**config.mk**
```make
export PLATFORM = sky130hd
export DESIGN_NAME = filtered_sample_statistics_unit_flat
export DESIGN_NICKNAME = d
export VERILOG_FILES = /design/src/hdl/fss_pkg.sv /design/src/hdl/fss_if.sv /design/src/hdl/filtered_sample_statistics_unit.sv /design/src/flat_wrapper.sv
export SDC_FILE = /design/constraint.sdc
export NUM_CORES = 2
export LEC_CHECK = 0
export BUFFER_PORTS_ARGS = -buffer_cell sky130_fd_sc_hd__buf_2
export CAP_MARGIN = 25
export CORE_MARGIN = 1.5
export CORE_UTILIZATION = 48
export CTS_BUF_LIST = sky130_fd_sc_hd__clkbuf_16
export DETAILED_ROUTE_END_ITERATION = 10
export GPL_TIMING_DRIVEN = 0
export PLACE_DENSITY = 0.63
export RECOVER_POWER = 25
export REMOVE_ABC_BUFFERS = 1
export SYNTH_ARGS = -nofsm -noshare
export SYNTH_HDL_FRONTEND = slang
export SYNTH_SLANG_ARGS = --single-unit
export TNS_END_PERCENT = 10
```
**constraint.sdc**
```tcl
create_clock -name clk -period 10.9 [get_ports clk]
set_clock_uncertainty 0.05 [all_clocks]
set_input_delay 2.18 -clock clk [delete_from_list [all_inputs] [get_ports clk]]
set_output_delay 2.18 -clock clk [all_outputs]
set_load 0.1 [all_outputs]
```
**src/hdl/fss_pkg.sv**
```systemverilog
// Shared constants, payload types and sequencer states for the sample statistics block.
`timescale 1ns / 1ps
package fss_pkg;

	localparam int NODE_W = 32;
	localparam int CNT_W  = 16;
	localparam int TIME_W = 24;
	localparam int FILT_W = 5;
	localparam int SUM_W  = CNT_W + TIME_W;
	localparam int VAR_W  = 2 * TIME_W;
	localparam int SQS_W  = CNT_W + VAR_W;
	localparam int PROD_W = CNT_W + SQS_W;
	localparam int DIV_W  = 2 * CNT_W;
	localparam int ITER_W = $clog2(PROD_W + 1);

	typedef struct packed {
		logic [NODE_W-1:0] node_count;
		logic [TIME_W-1:0] sample_time;
		logic              batch_end;
	} in_t;

	typedef struct packed {
		logic [CNT_W-1:0]  sample_count;
		logic [TIME_W-1:0] mean_time;
		logic [TIME_W-1:0] max_time;
		logic [TIME_W-1:0] min_time;
		logic [TIME_W-1:0] std_dev_time;
		logic              has_samples;
		logic              count_saturated;
	} out_t;

	typedef enum logic [3:0] {
		S_IDLE,
		S_ACC,
		S_ADD,
		S_STAT,
		S_MUL_A,
		S_MUL_B,
		S_SUB,
		S_MUL_C,
		S_DIV,
		S_SQRT,
		S_DONE
	} state_t;

	function automatic logic [FILT_W-1:0] flog2(input logic [NODE_W-1:0] v);
		logic [FILT_W-1:0] r;
		r = '0;
		for (int i = 0; i < NODE_W; i++) begin
			if (v[i]) r = FILT_W'(i);
		end
		return r;
	endfunction

endpackage

```
**src/hdl/fss_if.sv**
```systemverilog
// Valid/ready channel interfaces for samples, results and the filter register.
`timescale 1ns / 1ps
interface fss_in_if import fss_pkg::*; ();
	logic valid;
	logic ready;
	in_t  data;
	modport source (output valid, output data, input ready);
	modport sink (input valid, input data, output ready);
endinterface

interface fss_out_if import fss_pkg::*; ();
	logic valid;
	logic ready;
	out_t data;
	modport source (output valid, output data, input ready);
	modport sink (input valid, input data, output ready);
endinterface

interface fss_cfg_if import fss_pkg::*; ();
	logic              valid;
	logic              ready;
	logic [FILT_W-1:0] data;
	modport source (output valid, output data, input ready);
	modport sink (input valid, input data, output ready);
endinterface

```
**src/hdl/filtered_sample_statistics_unit.sv**
```systemverilog
// Filtered sample statistics: count, mean, min, max and standard deviation per batch.
//
// Channels: sample_in takes one request {node_count, sample_time, batch_end};
// result_out gives one request per batch; cfg writes the 5-bit log2 filter
// (always ready, write only while the block is idle).
// A sample counts when the filter is 0 or floor(log2(node_count)) equals it.
// Each sample passes accept, accumulate and square-sum add; sample_in
// is ready only in the idle state, so a new sample waits until the last is through.
// A sample with batch_end runs the statistics sequencer on one shared 80-bit
// adder: 80-step divide for the mean, shift-add products count*sumsq (16),
// sum*sum (40), a subtract, count*count (16), an 80-step divide for the
// variance and a 24-step square root.
// An empty batch skips the divide, multiply and root steps and gives an all-zero result.
// The result sits in an output register; new samples are taken while it
// waits. If result_out is still stalled when the next batch finishes, the
// sequencer holds in its last state until the register frees.
// Reset clears the accumulators, the filter and the output valid.
`timescale 1ns / 1ps
module filtered_sample_statistics_unit import fss_pkg::*; (
	input  logic      clk,
	input  logic      arst_n,
	fss_cfg_if.sink   cfg,
	fss_in_if.sink    sample_in,
	fss_out_if.source result_out
);

	state_t state_q, state_d;

	logic [FILT_W-1:0] filter_q;
	logic [CNT_W-1:0]  acc_count_q;
	logic [SUM_W-1:0]  acc_sum_q;
	logic [SQS_W-1:0]  acc_sqs_q;
	logic [TIME_W-1:0] acc_max_q;
	logic [TIME_W-1:0] acc_min_q;
	logic              acc_sat_q;
	logic              out_valid_q;
	out_t              out_q;

	logic [NODE_W-1:0] nodes_q;
	logic [TIME_W-1:0] t_q;
	logic              last_q;
	logic [VAR_W-1:0]  sq_q;
	logic              add_q;
	logic [PROD_W-1:0] work_q;
	logic [PROD_W-1:0] aux_q;
	logic [DIV_W-1:0]  rem_q;
	logic [DIV_W-1:0]  dvs_q;
	logic [SUM_W-1:0]  mplr_q;
	logic [ITER_W-1:0] cnt_q;
	logic [TIME_W-1:0] root_q;
	logic [TIME_W-1:0] mean_q;
	logic              var_ph_q;

	logic [PROD_W-1:0] alu_a, alu_b;
	logic              alu_sub;
	logic [PROD_W:0]   alu_res;
	logic              alu_ge;
	logic              last_it;
	logic              match;
	logic              in_fire;
	logic              out_load;
	logic [DIV_W:0]    div_sh;
	logic [DIV_W-1:0]  sqrt_sh;

	assign in_fire  = sample_in.valid && sample_in.ready;
	assign last_it  = (cnt_q == ITER_W'(1));
	assign match    = (filter_q == '0) || (flog2(nodes_q) == filter_q);
	assign out_load = (state_q == S_DONE) && (!out_valid_q || result_out.ready);
	assign div_sh   = {rem_q, work_q[PROD_W-1]};
	assign sqrt_sh  = {rem_q[DIV_W-3:0], work_q[VAR_W-1 -: 2]};

	// shared adder / subtractor
	assign alu_res = {1'b0, alu_a} + {1'b0, (alu_sub ? ~alu_b : alu_b)} + (PROD_W+1)'(alu_sub);
	assign alu_ge  = alu_res[PROD_W];

	assign cfg.ready        = 1'b1;
	assign result_out.valid = out_valid_q;
	assign result_out.data  = out_q;

	// next state
	always_comb begin
		state_d = state_q;
		case (state_q)
			S_IDLE:  if (in_fire) state_d = S_ACC;
			S_ACC:   state_d = S_ADD;
			S_ADD:   state_d = last_q ? S_STAT : S_IDLE;
			S_STAT:  state_d = (acc_count_q == '0) ? S_DONE : S_DIV;
			S_DIV: begin
				if (last_it) state_d = var_ph_q ? S_SQRT : S_MUL_A;
			end
			S_MUL_A: if (last_it) state_d = S_MUL_B;
			S_MUL_B: if (last_it) state_d = S_SUB;
			S_SUB:   state_d = S_MUL_C;
			S_MUL_C: if (last_it) state_d = S_DIV;
			S_SQRT:  if (last_it) state_d = S_DONE;
			S_DONE:  if (out_load) state_d = S_IDLE;
			default: state_d = S_IDLE;
		endcase
	end

	// outputs: handshake and adder operands
	always_comb begin
		sample_in.ready = (state_q == S_IDLE);
		alu_a   = '0;
		alu_b   = '0;
		alu_sub = 1'b0;
		case (state_q)
			S_ADD: begin
				alu_a = PROD_W'(acc_sqs_q);
				alu_b = PROD_W'(sq_q);
			end
			S_MUL_A: begin
				alu_a = {work_q[PROD_W-2:0], 1'b0};
				alu_b = mplr_q[SUM_W-1] ? PROD_W'(acc_sqs_q) : '0;
			end
			S_MUL_B: begin
				alu_a = {work_q[PROD_W-2:0], 1'b0};
				alu_b = mplr_q[SUM_W-1] ? PROD_W'(acc_sum_q) : '0;
			end
			S_MUL_C: begin
				alu_a = {work_q[PROD_W-2:0], 1'b0};
				alu_b = mplr_q[SUM_W-1] ? PROD_W'(acc_count_q) : '0;
			end
			S_SUB: begin
				alu_a   = aux_q;
				alu_b   = work_q;
				alu_sub = 1'b1;
			end
			S_DIV: begin
				alu_a   = PROD_W'(div_sh);
				alu_b   = PROD_W'(dvs_q);
				alu_sub = 1'b1;
			end
			S_SQRT: begin
				alu_a   = PROD_W'(sqrt_sh);
				alu_b   = PROD_W'({root_q, 2'b01});
				alu_sub = 1'b1;
			end
			default: begin
				alu_sub = 1'b0;
			end
		endcase
	end

	// control state and accumulators
	always_ff @(posedge clk or negedge arst_n) begin
		if (!arst_n) begin
			state_q     <= S_IDLE;
			filter_q    <= '0;
			acc_count_q <= '0;
			acc_sum_q   <= '0;
			acc_sqs_q   <= '0;
			acc_max_q   <= '0;
			acc_min_q   <= '0;
			acc_sat_q   <= 1'b0;
			out_valid_q <= 1'b0;
		end else begin
			state_q <= state_d;
			if (cfg.valid) filter_q <= cfg.data;
			if (state_q == S_ACC && match) begin
				if (&acc_count_q) begin
					acc_sat_q <= 1'b1;
				end else begin
					if (acc_count_q == '0) begin
						acc_max_q <= t_q;
						acc_min_q <= t_q;
					end else begin
						if (t_q > acc_max_q) acc_max_q <= t_q;
						if (t_q < acc_min_q) acc_min_q <= t_q;
					end
					acc_count_q <= acc_count_q + CNT_W'(1);
					acc_sum_q   <= acc_sum_q + SUM_W'(t_q);
				end
			end
			if (state_q == S_ADD && add_q) acc_sqs_q <= alu_res[SQS_W-1:0];
			if (out_load) begin
				out_valid_q <= 1'b1;
				acc_count_q <= '0;
				acc_sum_q   <= '0;
				acc_sqs_q   <= '0;
				acc_max_q   <= '0;
				acc_min_q   <= '0;
				acc_sat_q   <= 1'b0;
			end else if (result_out.ready) begin
				out_valid_q <= 1'b0;
			end
		end
	end

	// datapath
	always_ff @(posedge clk) begin
		if (in_fire) begin
			nodes_q <= sample_in.data.node_count;
			t_q     <= sample_in.data.sample_time;
			last_q  <= sample_in.data.batch_end;
		end
		case (state_q)
			S_ACC: begin
				sq_q  <= VAR_W'(t_q) * VAR_W'(t_q);
				add_q <= match && !(&acc_count_q);
			end
			S_STAT: begin
				mean_q   <= '0;
				root_q   <= '0;
				work_q   <= PROD_W'(acc_sum_q);
				rem_q    <= '0;
				dvs_q    <= DIV_W'(acc_count_q);
				cnt_q    <= ITER_W'(PROD_W);
				var_ph_q <= 1'b0;
			end
			S_DIV: begin
				rem_q  <= alu_ge ? alu_res[DIV_W-1:0] : div_sh[DIV_W-1:0];
				work_q <= {work_q[PROD_W-2:0], alu_ge};
				cnt_q  <= cnt_q - ITER_W'(1);
				if (last_it) begin
					if (var_ph_q) begin
						rem_q  <= '0;
						root_q <= '0;
						cnt_q  <= ITER_W'(TIME_W);
					end else begin
						mean_q <= {work_q[TIME_W-2:0], alu_ge};
						work_q <= '0;
						mplr_q <= {acc_count_q, {(SUM_W-CNT_W){1'b0}}};
						cnt_q  <= ITER_W'(CNT_W);
					end
				end
			end
			S_MUL_A: begin
				mplr_q <= {mplr_q[SUM_W-2:0], 1'b0};
				cnt_q  <= cnt_q - ITER_W'(1);
				if (last_it) begin
					aux_q  <= alu_res[PROD_W-1:0];
					work_q <= '0;
					mplr_q <= acc_sum_q;
					cnt_q  <= ITER_W'(SUM_W);
				end else begin
					work_q <= alu_res[PROD_W-1:0];
				end
			end
			S_MUL_B: begin
				work_q <= alu_res[PROD_W-1:0];
				mplr_q <= {mplr_q[SUM_W-2:0], 1'b0};
				cnt_q  <= cnt_q - ITER_W'(1);
			end
			S_SUB: begin
				aux_q  <= alu_res[PROD_W-1:0];
				work_q <= '0;
				mplr_q <= {acc_count_q, {(SUM_W-CNT_W){1'b0}}};
				cnt_q  <= ITER_W'(CNT_W);
			end
			S_MUL_C: begin
				mplr_q <= {mplr_q[SUM_W-2:0], 1'b0};
				cnt_q  <= cnt_q - ITER_W'(1);
				if (last_it) begin
					dvs_q    <= alu_res[DIV_W-1:0];
					work_q   <= aux_q;
					rem_q    <= '0;
					cnt_q    <= ITER_W'(PROD_W);
					var_ph_q <= 1'b1;
				end else begin
					work_q <= alu_res[PROD_W-1:0];
				end
			end
			S_SQRT: begin
				rem_q  <= alu_ge ? alu_res[DIV_W-1:0] : sqrt_sh;
				root_q <= {root_q[TIME_W-2:0], alu_ge};
				work_q <= {work_q[PROD_W-3:0], 2'b00};
				cnt_q  <= cnt_q - ITER_W'(1);
			end
			default: begin
				cnt_q <= cnt_q;
			end
		endcase
		if (out_load) begin
			out_q.sample_count    <= acc_count_q;
			out_q.mean_time       <= mean_q;
			out_q.max_time        <= acc_max_q;
			out_q.min_time        <= acc_min_q;
			out_q.std_dev_time    <= root_q;
			out_q.has_samples     <= (acc_count_q != '0);
			out_q.count_saturated <= acc_sat_q;
		end
	end

	a_accept_acc: assert property (@(posedge clk) disable iff (!arst_n)
		in_fire |=> state_q == S_ACC)
		else $error("accepted sample did not enter accumulate");

	a_div_rem: assert property (@(posedge clk) disable iff (!arst_n)
		state_q == S_DIV |-> rem_q < dvs_q)
		else $error("divider remainder not below divisor");

	a_empty: assert property (@(posedge clk) disable iff (!arst_n)
		out_valid_q && !out_q.has_samples |->
		out_q.sample_count == '0 && out_q.mean_time == '0 && out_q.std_dev_time == '0)
		else $error("empty batch result not zero");

	a_order: assert property (@(posedge clk) disable iff (!arst_n)
		out_valid_q && out_q.has_samples |->
		out_q.min_time <= out_q.mean_time && out_q.mean_time <= out_q.max_time)
		else $error("mean outside min/max");

	a_spread: assert property (@(posedge clk) disable iff (!arst_n)
		out_valid_q && out_q.has_samples |->
		out_q.std_dev_time <= out_q.max_time - out_q.min_time)
		else $error("deviation exceeds range");

endmodule

```
**src/flat_wrapper.sv**
```systemverilog
// flat-port wrapper written by rule: the top's interface ports become plain ports
module filtered_sample_statistics_unit_flat import fss_pkg::*;
  (clk, arst_n, cfg_valid, cfg_data, cfg_ready, sample_in_valid, sample_in_data, sample_in_ready, result_out_valid, result_out_data, result_out_ready);
  fss_cfg_if cfg_i ();
  fss_in_if sample_in_i ();
  fss_out_if result_out_i ();
  input  logic clk;
  input  logic arst_n;
  input wire logic [$bits(cfg_i.valid)-1:0] cfg_valid;
  input wire logic [$bits(cfg_i.data)-1:0] cfg_data;
  output wire logic [$bits(cfg_i.ready)-1:0] cfg_ready;
  input wire logic [$bits(sample_in_i.valid)-1:0] sample_in_valid;
  input wire logic [$bits(sample_in_i.data)-1:0] sample_in_data;
  output wire logic [$bits(sample_in_i.ready)-1:0] sample_in_ready;
  output wire logic [$bits(result_out_i.valid)-1:0] result_out_valid;
  output wire logic [$bits(result_out_i.data)-1:0] result_out_data;
  input wire logic [$bits(result_out_i.ready)-1:0] result_out_ready;
  assign cfg_i.valid = cfg_valid;
  assign cfg_i.data = cfg_data;
  assign cfg_ready = cfg_i.ready;
  assign sample_in_i.valid = sample_in_valid;
  assign sample_in_i.data = sample_in_data;
  assign sample_in_ready = sample_in_i.ready;
  assign result_out_valid = result_out_i.valid;
  assign result_out_data = result_out_i.data;
  assign result_out_i.ready = result_out_ready;
  filtered_sample_statistics_unit u_core (.clk(clk), .arst_n(arst_n), .cfg(cfg_i), .sample_in(sample_in_i), .result_out(result_out_i));
endmodule
```
### Word level (Yosys, flattened, before mapping)

Cells that the tools add are included.

* flip-flop bits (word level): 719

* equal/unequal tests: 22
* bitwise operators: 1
* reduce and logical (&&, ||, !) cells: 43
* multiply operators: 1
* $lt $le $gt $ge: 2
* add/subtract/negate cells: 5
* multiplexer cells: 104

Operators with widths (number)
* one-hot mux 80 bit (7 select lines): 2
* 2-to-1 mux 80 bit: 6
* one-hot mux 80 bit (5 select lines): 1
* 2-to-1 mux 24 bit: 14
* 2-to-1 mux 40 bit: 7
* 2-to-1 mux 32 bit: 6
* 2-to-1 mux 64 bit: 3
* one-hot mux 40 bit (4 select lines): 1
* one-hot mux 80 bit (2 select lines): 1
* 2-to-1 mux 5 bit: 30
* one-hot mux 32 bit (4 select lines): 1
* adder 80 x 80 -> 81 bit: 1
* adder 81 x 1 -> 81 bit: 1
* inverter 80 bit: 1
* one-hot mux 24 bit (3 select lines): 1
* 2-to-1 mux 16 bit: 4
* one-hot mux 32 bit (2 select lines): 1
* multiplier 24 x 24 -> 48 bit: 1
* one-hot mux 24 bit (2 select lines): 1
* one-hot mux 4 bit (11 select lines): 1
* one-hot mux 7 bit (6 select lines): 1
* adder 40 x 24 -> 40 bit: 1
* 2-to-1 mux 4 bit: 9
* greater-than comparator 24 bit: 1
* 33 further kinds: 82

### Longest topological paths before layout

* depth in word-level cells: 36
* gate-level depth with buffers: 29
* gate-level depth less buffers: 27

### Least setup slack after synthesis

Ideal clock, no wire load.

* path kind: register to register
* start point: register u_core.state_q[0]
* end point: register u_core.work_q[0] (enable)
* setup slack: 3.022 ns
* library setup time: 0.629 ns
* path buffers: 4
* stages on the path, launching flop included: 7
* period minus slack after synthesis: 7.878 ns
* arrival time: 7.199 ns
* cells stage by stage: dfrtp_1 > clkbuf_1 > clkbuf_1 > buf_1 > clkbuf_1 > a21oi_1 > o21ai_0

* longest elaborated chain between the ends: 2
* elaborated cells on any way between the ends: 8

Ends and longest elaborated chain
* from (decl): RTL line filtered_sample_statistics_unit.sv:27 `state_t state_q, state_d;`
* from (signal assigned): RTL line filtered_sample_statistics_unit.sv:158 `state_q <= state_d;`
* == test 4 x 3 -> 1 bit (tied with other cells): RTL line filtered_sample_statistics_unit.sv:197 `case (state_q)`
* nonzero test 7 bit (no source line) *
* to (signal assigned): RTL line filtered_sample_statistics_unit.sv:205 `work_q <= PROD_W'(acc_sum_q);`
* to (signal assigned): RTL line filtered_sample_statistics_unit.sv:213 `work_q <= {work_q[PROD_W-2:0], alu_ge};`
* to (signal assigned): RTL line filtered_sample_statistics_unit.sv:237 `work_q <= alu_res[PROD_W-1:0];`
* to (decl): RTL line filtered_sample_statistics_unit.sv:44 `logic [PROD_W-1:0] work_q;`

Every way passes the cells marked *; elsewhere a longest branch is shown, timed or not.
A chain may end at the register's enable or synchronous reset.

### Final worst setup path

* start point: register u_core.state_q[2]
* end point: register u_core.rem_q[2] (data pin)

* longest elaborated chain between the ends: 10
* elaborated cells on any way between the ends: 22

Ends and longest elaborated chain
* == test 4 bit (tied with other cells): RTL line filtered_sample_statistics_unit.sv:107, filtered_sample_statistics_unit.sv:197
* one-hot mux 80 bit (7 select lines) / OR reduction 3 bit (equally long branches)
* inverter 80 bit / 2-to-1 mux 1 bit (equally long branches): RTL line filtered_sample_statistics_unit.sv:73, filtered_sample_statistics_unit.sv:107
* 2-to-1 mux 80 bit: RTL line filtered_sample_statistics_unit.sv:73 `assign alu_res = {1'b0, alu_a} + {1'b0, (alu_sub ? ~alu_b : alu_b)} + (PROD_W+1)'(alu_sub);`
* adder 80 x 80 -> 81 bit: RTL line filtered_sample_statistics_unit.sv:73
* adder 81 x 1 -> 81 bit: RTL line filtered_sample_statistics_unit.sv:73
* 2-to-1 mux 32 bit: RTL line filtered_sample_statistics_unit.sv:212 `rem_q <= alu_ge ? alu_res[DIV_W-1:0] : div_sh[DIV_W-1:0];`
* 2-to-1 mux 32 bit: RTL line filtered_sample_statistics_unit.sv:216 `if (var_ph_q) begin`
* 2-to-1 mux 32 bit: RTL line filtered_sample_statistics_unit.sv:215 `if (last_it) begin`
* one-hot mux 32 bit (4 select lines) *: RTL line filtered_sample_statistics_unit.sv:197
* to (signal assigned): RTL line filtered_sample_statistics_unit.sv:212
* to (signal assigned): RTL line filtered_sample_statistics_unit.sv:265 `rem_q <= alu_ge ? alu_res[DIV_W-1:0] : sqrt_sh;`
* to (decl): RTL line filtered_sample_statistics_unit.sv:46 `logic [DIV_W-1:0] rem_q;`

Marks and branches as above.

==> key figures <==
Synth
  – Yosys cell types: between 80 and 90
  – Post-synthesis cell count: 5,370
  – Post-synthesis cell area: 0.0552 mm2
  – Syn_area_per_cell: 10.3 um2
  – Top FF cell, synth: edfxtp_1
  – Number of enable flip-flop cells after synthesis: between 500 and 600
  – Post-synth ARST share: 25.0%
  – Post-synthesis register bit count: roughly 720
  – Register area share after synthesis: 37.4%
  – Yosys Warn Count: 0

Clocking
  – Post-CTS Resized: 0
  – CTS clk-pin slew, worst paths: 60 ps
  – Cts bufs inserted: 84
  – Clock Root Buffer: clkbuf_16
  – CTS H-Tree Depth: 3
  – Post-CTS setup buffer count: 0
  – Bufs on Longest Clock Path: 3
  – Clk Latency, worst-skew pair: approximately 700 ps
  – Cts hold-fix bufs: 0
  – CTS tree: built
  – Sinks on the clock net: 717

Timing
  – Slew Limit Fails: 194
  – Final Hold Fails: 0
  – Setup Total Neg Slack: 0 ps
  – Final period util: about 90%
  – Worst slew margin: -329%
  – RSZ-0062 raised after global routing: no
  – Final setup fails: 0
  – FMAX: 104 MHz
  – Worst-Margin Slew: 6440 ps
  – Hold_ws: 365 ps
  – Final worst path period need: 9660 ps

Routing
  – DR iter-0 viols: 4,413
  – 1st-pass router iterations: 10
  – Vias/cell: between 6 and 7
  – Post-route ant nets: 0
  – # DRC: 0
  – Vias: 42,499
  – DR WL/cell: ~24 um
  – DRT Wirelength: between 150,000 and 200,000 um

Setup path
  – Reg2reg setup slack: 1240 ps
  – Launching point of the worst reg2reg path: u_core.state_q[2]$_DFFE_PN0P_
  – Cell family with most CP delay: compound AO/OA/AOI/OAI gates
  – Worst path slowest cell: or3b_1
  – Slowest cell delay on critical path: 1410 ps
  – Worst EP arrival: 9940 ps
  – Worst EP required: 11,180 ps
  – Worst Reg2Reg Path Length in Cells: 19
  – Crit-path cells: or3b_1 -> nor2_4 -> buf_16 -> buf_16 -> and2_1 -> a2111oi_0 -> xnor2_1 -> ha_1 -> nand2_1 -> a211o_1 -> a31oi_1 -> o211ai_1 -> a41oi_1 -> a31oi_2 -> o21ai_2 -> a311oi_2 -> o21ai_1 -> and2_2 -> a221oi_1
  – Worst path buffer plus inverter count: 2
  – Crit Path Category: reg -> reg
  – Crit path launch type: register
  – Most used cell, CP: buf_16
  – CP max FO: between 50 and 60
  – CP Capture Type: register
  – Crit Reg-Reg Endpoint: u_core.rem_q[2]$_DFFE_PP_

Final layout
  – Share of layout cells above drive strength 1: 9.14%
  – # diodes: 0
  – Most common cell after layout, fill and taps aside: inv_1
  – Commonest non-fill, non-tap cells in the layout: 608 x inv_1, 538 x edfxtp_1, 508 x nand2_1
  – Synth-to-Final Area Change: 12.1%
  – Finished Layout Cells: 7,017
  – Nets: between 6,000 and 7,000

Worst hold path
  – Hold-critical path depth: 0
  – Hold endpoint: u_core.result_out.data[88]$_DFFE_PP_
  – Hold crit path type: reg -> reg
  – Hold path start: u_core.mean_q[14]$_SDFFCE_PN0P_

Die
  – Die W: 342 um
  – Core Box Area: 0.114 mm2
  – Die area: 0.117 mm2
  – Initial Util: between 40% and 50%
  – Die Y-Extent: ~340 um
  – I/O pin count: 184
  – Row cnt: 124

Place
  – Dpl cells: 6,856
  – Gpl congestion: 0.957
  – Port buffer count: around 180
  – HPWL Detailed: 121,000 um

Global routing
  – Vias in the first global route: 42,522
  – Largest net degree at the start of global routing: 107
  – Tot GR Track Use: 28.2%
  – GRT overflow: 0
  – First-pass GRT wire length: around 260,000 um
  – Initial antenna violation count: 3

Run status
  – Violated checks: max-capacitance violations, max-slew violations
  – Status: finished with violations

Run
  – Maxcap violations: 4
[worst max-delay path by stage]
stage	end	depth (start not counted)	slack, ps	from
floorplan	u_core.rem_q[1]$_DFFE_PP_	16	-340	u_core.state_q[0]$_DFFE_PN0P_
global placement	u_core.acc_sqs_q[39]$_DFFE_PN0P_	5	-10100	u_core.state_q[2]$_DFFE_PN0P_
detailed placement	u_core.sq_q[47]$_DFFE_PP_	25	1890	u_core.t_q[19]$_DFFE_PP_
CTS	u_core.sq_q[47]$_DFFE_PP_	25	1870	u_core.t_q[19]$_DFFE_PP_
global route	u_core.state_q[0]$_DFFE_PN0P_	2	1110	arst_n
finish	u_core.rem_q[2]$_DFFE_PP_	19	1240	u_core.state_q[2]$_DFFE_PN0P_
[cell type report]
cell class	count	area [um2]
Fill cell	10087	52300
Multi-Input combinational cell	3738	31300
Sequential cell	717	20600
Timing Repair Buffer	288	3080
Inverter	604	2270
Clock buffer	85	2130
Tap cell	1512	1890
Clock inverter	73	562
[routing by layer]
layer	part of all wire [%]	routed length, um	global-route usage, %
met4	3.0	4940	9.03
met1	43	71400	39.9
met2	45	74400	43.9
met5	0	0	0
met3	8.9	14700	5.14
[synth_stat cells, types with 13 or more instances]
master	number	area share [%]
a2111oi_0	19	0.30
a21oi_1	303	2.7
a211oi_1	24	0.33
nand4_1	32	0.36
o31ai_1	18	0.24
nand3_1	81	0.73
and2_1	170	1.9
buf_1	19	0.13
mux2_2	24	0.49
a221o_1	88	1.6
nand2_1	511	3.5
o211ai_1	47	0.64
o21bai_1	20	0.27
o21ai_0	206	1.9
a222oi_1	62	1.1
edfxtp_1	538	29
xnor2_1	145	2.3
nor3_1	51	0.46
or2_2	13	0.15
a22o_1	99	1.6
a22oi_1	55	0.75
inv_1	594	4.0
dfrtp_1	179	8.1
fa_1	424	15
nand2b_1	31	0.35
a21o_1	133	1.8
nor2b_1	38	0.43
clkbuf_1	283	1.9
ha_1	332	7.5
a221oi_1	63	1.0
o21a_1	38	0.52
or3_1	16	0.18
a31oi_1	22	0.25
mux2i_1	105	1.9
nor4_1	22	0.25
nor2_1	331	2.2
xor2_1	53	0.84
and3_1	46	0.52
[per-stage QoR]
step / instance area (um2) / setup slack [ps] / utilization, %
2_1_floorplan: 54000 / -335 / -
3_3_place_gp: 56800 / -10100 / 49.8
3_5_place_dp: 59300 / 1890 / 51.9
4_1_cts: 62000 / 1870 / 54.3
5_1_grt: 61900 / 1110 / 54.2
6_report: 61900 / 1240 / 54.2
[cells by family (layout without fill, tap and decap cells)]
| group | after synthesis | count (layout) | share of synthesized area [%] |
|---|---|---|---|
| XOR/XNOR | 198 | 198 | 3.14 |
| flip-flops | 717 | 717 | 37.4 |
| other | 1 | 1 | 0.00679 |
| AND/OR/NAND/NOR | 1372 | 1372 | 11.5 |
| buffers and inverters | 915 | 1050 | 6.26 |
| AO/OA/AOI/OAI | 1282 | 1282 | 16.4 |
| adder cells (fa/ha/maj) | 756 | 756 | 22.9 |
| multiplexers | 129 | 129 | 2.39 |
[registers in the layout (all words and copies together), names as in the netlist, 40 cells and up]
name and flops:
u_core.result_out.data 114, u_core.aux_q 80, u_core.work_q 80, u_core.acc_sqs_q 64
u_core.sq_q 47, u_core.acc_sum_q 40, u_core.mplr_q 40
Power is not shown: default switching activity piles up to over one toggle a cycle in this logic, so the estimate is an artifact.
